[src/mts_pkg.sv]
`timescale 1ns / 1ps

package mts_pkg;

    localparam logic [1:0] FUNC_QUERY = 2'd0;
    localparam logic [1:0] FUNC_PUSH  = 2'd1;
    localparam logic [1:0] FUNC_POP   = 2'd2;

    localparam int DATA_W = 32;
    localparam int CODE_W = 34;

    localparam logic signed [DATA_W-1:0] MIN_RESET = 32'sh7FFF_FFFF;
    localparam logic signed [DATA_W-1:0] EMPTY_VAL = -32'sd1;

    // stored entry: plain value or encoded minimum-setting value
    typedef logic signed [CODE_W-1:0] code_t;

    typedef struct packed {
        logic [1:0]               func;
        logic signed [DATA_W-1:0] value;
    } in_t;

    typedef struct packed {
        logic signed [DATA_W-1:0] top_value;
        logic signed [DATA_W-1:0] min_value;
        logic                     is_empty;
        logic                     overflow;
    } out_t;

    // shift command broadcast to every cell
    typedef struct packed {
        logic push;
        logic pop;
    } shift_t;

endpackage

[src/mts_cell.sv]
`timescale 1ns / 1ps

module mts_cell (
    input  logic             aclk,
    input  mts_pkg::shift_t  ctl,
    input  mts_pkg::code_t   up_in,
    input  mts_pkg::code_t   dn_in,
    output mts_pkg::code_t   entry
);

    mts_pkg::code_t entry_reg;
    mts_pkg::code_t entry_next;

    always_comb begin
        entry_next = entry_reg;
        if (ctl.push) begin
            entry_next = up_in;
        end else if (ctl.pop) begin
            entry_next = dn_in;
        end
    end

    always_ff @(posedge aclk) begin
        entry_reg <= entry_next;
    end

    assign entry = entry_reg;

endmodule

[src/min_tracking_stack_top.sv]
`timescale 1ns / 1ps

// Bounded stack of signed 32-bit values that reports its minimum with every item.
// Each item (query, push or pop) returns one result, registered in the cycle after
// acceptance; one item is taken per cycle for as long as results are drained. The
// stack is a row of DEPTH cells that shift down on a push and up on a pop, so the
// top two entries always sit in fixed cells and no memory port is involved; the
// longest path is the pop decode (restore minimum, then decode the new top).
// Values below the running minimum are stored encoded as 2*value - old minimum.
// Top and minimum read -1 on an empty stack, a pop on an empty stack is ignored,
// and a push on a full stack is dropped with overflow set in its result.
module min_tracking_stack_top #(
    parameter int DEPTH = 64
) (
    input  logic          aclk,
    input  logic          aresetn,
    input  logic          s_valid,
    output logic          s_ready,
    input  mts_pkg::in_t  s_data,
    output logic          m_valid,
    input  logic          m_ready,
    output mts_pkg::out_t m_data
);

    localparam int CNT_W     = $clog2(DEPTH + 1);
    localparam int CODE_W_M1 = mts_pkg::CODE_W - 2;

    logic [CNT_W-1:0]                  fill_reg, fill_next;
    logic signed [mts_pkg::DATA_W-1:0] min_reg, min_next;
    logic                              m_valid_reg, m_valid_next;
    mts_pkg::out_t                     m_data_reg, m_data_next;

    mts_pkg::code_t  cells [DEPTH];
    mts_pkg::code_t  push_code;
    mts_pkg::shift_t shift;

    logic accept, is_empty, is_full, do_push, do_pop, dropped;
    logic push_below, pop_enc;
    logic signed [mts_pkg::DATA_W-1:0] val;
    mts_pkg::code_t val34, min34, min_next34, restored, src;

    assign s_ready = !m_valid_reg || m_ready;
    assign accept  = s_valid && s_ready;

    assign val      = s_data.value;
    assign is_empty = (fill_reg == '0);
    assign is_full  = (fill_reg == CNT_W'(DEPTH));
    assign do_push  = accept && (s_data.func == mts_pkg::FUNC_PUSH) && !is_full;
    assign do_pop   = accept && (s_data.func == mts_pkg::FUNC_POP) && !is_empty;
    assign dropped  = (s_data.func == mts_pkg::FUNC_PUSH) && is_full;

    assign shift.push = do_push;
    assign shift.pop  = do_pop;

    assign val34 = {{2{val[31]}}, val};
    assign min34 = {{2{min_reg[31]}}, min_reg};

    assign push_below = (val < min_reg);
    assign push_code  = (!is_empty && push_below)
                        ? ({val[31], val, 1'b0} - min34) : val34;

    // pop of an encoded entry restores the previous minimum
    assign pop_enc  = (cells[0] < min34);
    assign restored = {min34[CODE_W_M1:0], 1'b0} - cells[0];

    always_comb begin
        min_next  = min_reg;
        fill_next = fill_reg;
        if (do_push) begin
            fill_next = fill_reg + CNT_W'(1);
            if (is_empty || push_below) begin
                min_next = val;
            end
        end else if (do_pop) begin
            fill_next = fill_reg - CNT_W'(1);
            if (pop_enc) begin
                min_next = restored[mts_pkg::DATA_W-1:0];
            end
        end
    end

    assign min_next34 = {{2{min_next[31]}}, min_next};

    // new top: the pushed value, the entry below a popped one, or the current top
    always_comb begin
        if (do_push) begin
            src = val34;
        end else if (do_pop) begin
            src = cells[1];
        end else begin
            src = cells[0];
        end
    end

    always_comb begin
        m_data_next  = m_data_reg;
        m_valid_next = m_valid_reg;
        if (accept) begin
            m_valid_next         = 1'b1;
            m_data_next.overflow = dropped;
            if (fill_next == '0) begin
                m_data_next.top_value = mts_pkg::EMPTY_VAL;
                m_data_next.min_value = mts_pkg::EMPTY_VAL;
                m_data_next.is_empty  = 1'b1;
            end else begin
                m_data_next.top_value = (src < min_next34)
                                        ? min_next : src[mts_pkg::DATA_W-1:0];
                m_data_next.min_value = min_next;
                m_data_next.is_empty  = 1'b0;
            end
        end else if (m_ready) begin
            m_valid_next = 1'b0;
        end
    end

    always_ff @(posedge aclk) begin
        if (!aresetn) begin
            fill_reg    <= '0;
            min_reg     <= mts_pkg::MIN_RESET;
            m_valid_reg <= 1'b0;
        end else begin
            fill_reg    <= fill_next;
            min_reg     <= min_next;
            m_valid_reg <= m_valid_next;
        end
    end

    always_ff @(posedge aclk) begin
        m_data_reg <= m_data_next;
    end

    genvar i;
    generate
        for (i = 0; i < DEPTH; i++) begin : g_cell
            mts_pkg::code_t up_in, dn_in;
            if (i == 0) begin : g_first
                assign up_in = push_code;
            end else begin : g_mid_up
                assign up_in = cells[i-1];
            end
            if (i == DEPTH - 1) begin : g_last
                assign dn_in = cells[i];
            end else begin : g_mid_dn
                assign dn_in = cells[i+1];
            end
            mts_cell u_cell (
                .aclk  (aclk),
                .ctl   (shift),
                .up_in (up_in),
                .dn_in (dn_in),
                .entry (cells[i])
            );
        end
    endgenerate

    assign m_valid = m_valid_reg;
    assign m_data  = m_data_reg;

endmodule

[config.mk]
export PLATFORM = sky130hd
export DESIGN_NAME = min_tracking_stack_top
export DESIGN_NICKNAME = d
export VERILOG_FILES = /design/src/mts_pkg.sv /design/src/mts_cell.sv /design/src/min_tracking_stack_top.sv
export SDC_FILE = /design/constraint.sdc
export NUM_CORES = 2
export LEC_CHECK = 0
export ABC_AREA = 1
export ABC_CLOCK_PERIOD_IN_PS = 99500
export BUFFER_PORTS_ARGS = -buffer_cell sky130_fd_sc_hd__buf_2
export CORE_MARGIN = 4
export CORE_UTILIZATION = 67
export DETAILED_ROUTE_END_ITERATION = 10
export HOLD_SLACK_MARGIN = 0.15
export PLACE_DENSITY = 0.84
export RECOVER_POWER = 25
export SLEW_MARGIN = 20
export SYNTH_ARGS = -nofsm -noshare
export SYNTH_HDL_FRONTEND = slang
export SYNTH_SLANG_ARGS = --single-unit
export TNS_END_PERCENT = 1
[constraint.sdc]
create_clock -name aclk -period 99.5 [get_ports aclk]
set_clock_uncertainty 0.05 [all_clocks]
set_input_delay 4.975 -clock aclk [delete_from_list [all_inputs] [get_ports aclk]]
set_output_delay 4.975 -clock aclk [all_outputs]
set_load 0.01 [all_outputs]
==> qor.csv <==
stage,metric,value,unit
cts,cts_buffers,218,
power_and_ir_drop,p_leak,47.58,nW
synth,synth_cell_types,53,
finish,fin_nets,10730,
cts,cts_resized,0,
drt,routed_wl,231400,um
sta,setup_viol,0,
cts,clk-insertion-delay-late,880,ps
synth,syn-num-nets,10860,
global_route,overflow,0,
worst_setup_path,critPathBufInv,4,
synth,synth_top_cell_by_area,edfxtp_1,
worst_setup_path,cp-start-kind,primary input,
global_route,grt_use_total,28.64,%
finish,synthToLayoutAreaGrowth,8.342,%
sta,min_period,18300,ps
die,fp.coreArea,152100,sq um
synth,synthCells,10660,
global_route,grt_pass1_vias,70050,
place,place_hpwl,143400,um
global_route,grt_max_degree,271,
power_and_ir_drop,powerDensity,20.91,nW/um^2
die,rows,143,
synth,synth_top_area_share,64.57,%
drt,vias_per_cell,5.692,
worst_setup_path,cp_max_fo,141,
drt,vias,72540,
cts,cts_hold_repair.buffers,0,
place,gp_congestion,0.9370,
cts,post_cts_buffers,0,
synth,yosys.cell_count.top_type,nand2_1,
cts,htree_levels,4,
synth,ys_ff_latch,2282,
sta,clock.fmax,54.64,MHz
drt,drtAntennaViolNets,0,
sta,tightest_slew,10310,ps
sta,fin_crit_sh,18.39,%
sta,finalSetupTns,0,ps
die,io-pin-count,106,
finish,fin_area,111200,sq um
synth,synth_commonest_cells,"6488 x nand2_1, 2208 x edfxtp_1, 325 x clkbuf_1",
finish,drive_gt1_share,4.333,%
synth,async_flop_share,0,%
cts,cts_buffer_depth,3,
die,die_w,399.5,um
synth,synthTopCellsByArea,"edfxtp_1 65%, nand2_1 24%, ha_1 2.0%, dfxtp_1 1.4%, o21ai_0 1.3%",
cts,cts_sinks,2282,
run_status,status,"finished, violations left",
global_route,grt_pass1_wl,368600,um
sta,hold_viol_final,0,
worst_setup_path,crit_type,in2reg,
sta,holdWs,395.1,ps
worst_setup_path,crit_path_end_kind,register,
job,maxCapViolCount,24,
worst_setup_path,cp_top_family,buffers and inverters,
synth,synth.yosys.seq_area_share,66.01,%
cts,cts_tree,built,
finish,largest_reg_flops,2176,
place,numPlacedInstances,12330,
hold_path,hold_path_class,reg2reg,
worst_setup_path,crit_required,100020,ps
drt,drc,0,
synth,syn_area,102700,sq um
place,io_buffers,105,
power_and_ir_drop,vdd_ir_drop_max,19.40,uV
drt,drt_iter0_drc,9002,
cts,clk_pin_slew_worst_paths,60,ps
die,die_area,159600,sq um
sta,drv_slew,2009,
sta,rsz0062_at_grt,no,
drt,dr.pass1.iters,8,
synth,yosys_most_used_dff,edfxtp_1,
worst_setup_path,worstPathArrival,18820,ps
die,start_util,67.52,%
cts,cts_root_buf,clkbuf_16,
worst_setup_path,crit_path_top_delay_cell,clkinvlp_2,
power_and_ir_drop,power,0.002326,W
synth,synth_edf_count,2208,
run_status,violations,"max-capacitance violations, max-slew violations",
die,die_h,399.5,um
place,postPlaceCellArea,104100,sq um
global_route,antenna_found_initial,8,
sta,max-slew-margin-rel,-587.0,%
finish,stdcell_count,12740,
worst_setup_path,path_cells,buf_2 -> inv_1 -> nand2_1 -> nand2_1 -> nor3_1 -> nand2_1 -> clkinvlp_2 -> clkbuf_1 -> a21oi_1 -> o21ai_0 -> o21ai_0 -> ha_1 -> a21oi_1 -> o21a_1 -> o221ai_1 -> a21oi_1 -> nor2_1 -> a211oi_1 -> nand3_2 -> nand3_1 -> nand3_1,
drt,wl_per_cell,18.16,um
worst_setup_path,cpPeakStageDelay,4960,ps
synth,yosysWarnings,0,
synth,syn_area_per_cell,9.635,sq um
[worst paths after layout]
path | startpoint | to | slack [ps] | cells after the start
worst max-delay path | m_ready | m_data[38]$_SDFFCE_PP1P_ | 81200 | 21
worst min-delay path | g_cell[62].u_cell.entry[26]$_DFFE_PP_ | g_cell[63].u_cell.entry[26]$_DFFE_PP_ | 400 | 0
worst max register to register | fill_reg[0]$_SDFF_PN0_ | m_data[38]$_SDFFCE_PP1P_ | 84750 | 21
worst min register to register | g_cell[62].u_cell.entry[26]$_DFFE_PP_ | g_cell[63].u_cell.entry[26]$_DFFE_PP_ | 400 | 0
[final cells by class]
cell class | count | area, sq um
clock inverters | 144 | 1548
repair buffers | 180 | 1086
well taps | 2030 | 2540
fillers | 10130 | 40830
inverters | 259 | 973.4
clock buffers | 260 | 5663
multi-input cells | 7584 | 31640
flip-flops and latches | 2282 | 67790
diodes | 4 | 10.01
[placed cells by master, fill, tap and decap left out, types with 38 or more instances in the layout]
cell type / synthesis / routed
xor2_1: 38 / 38
nand2_1: 6488 / 6490
edfxtp_1: 2208 / 2208
o21ai_0: 272 / 273
buf_4: 3 / 42
nor2_1: 93 / 93
clkbuf_1: 325 / 125
clkinv_1: 1 / 50
clkbuf_16: 0 / 218
a21oi_1: 230 / 230
inv_1: 253 / 253
ha_1: 161 / 161
nand3_1: 103 / 103
clkinv_2: 0 / 47
dfxtp_1: 74 / 74
[routing by layer]
metal / up-vias / wire length [um] / global-route usage, %
met4: 2 / 8467 / 10.45
li1: 34480 / - / -
met2: 2828 / 115100 / 47.71
met1: 34760 / 94240 / 39.36
met3: 465 / 13570 / 3.476
met5: - / 12 / 0
[power by group]
part | internal [W] | switching (W) | total (W)
logic | 0.0000920 | 0.000219 | 0.000311
registers | 0.00115 | 0.0000376 | 0.00118
clock network | 0.000464 | 0.000367 | 0.000831
total | 0.00170 | 0.000624 | 0.00233
[cells by family after synthesis]
family                     synth area share, %
AOI/OAI and AO/OA                        3.024
xor gates and xnor gates                0.5118
adders and majority gates                2.001
buffers and inverters                    3.160
DFF                                      66.01
and+or+nand+nor                          25.29
[per-stage QoR]
| step | setup slack, ps | utilization [%] |
|---|---|---|
| 2_1_floorplan | 45580 | - |
| 3_3_place_gp | 87710 | 68.44 |
| 5_1_grt | 79910 | 73.14 |
| 6_report | 81200 | 73.15 |
| 3_5_place_dp | 87620 | 68.44 |
| 4_1_cts | 88550 | 73.18 |
[worst register-to-register path, stage by stage (launching register included)]
cell and delay (ps):
dfxtp_1 320, inv_1 150, ha_1 180, nand2_1 60, inv_2 80, nand3_1 160, nand2_1 2130, clkinvlp_2 5030
clkbuf_1 2280, a21oi_1 470, o21ai_0 170, o21ai_0 340, ha_1 390, a21oi_1 170, o21a_1 150, o221ai_1 100
a21oi_1 230, nor2_1 70, a211oi_1 560, nand3_2 940, nand3_1 370, nand3_1 100
(Power assumes the default switching activity.)
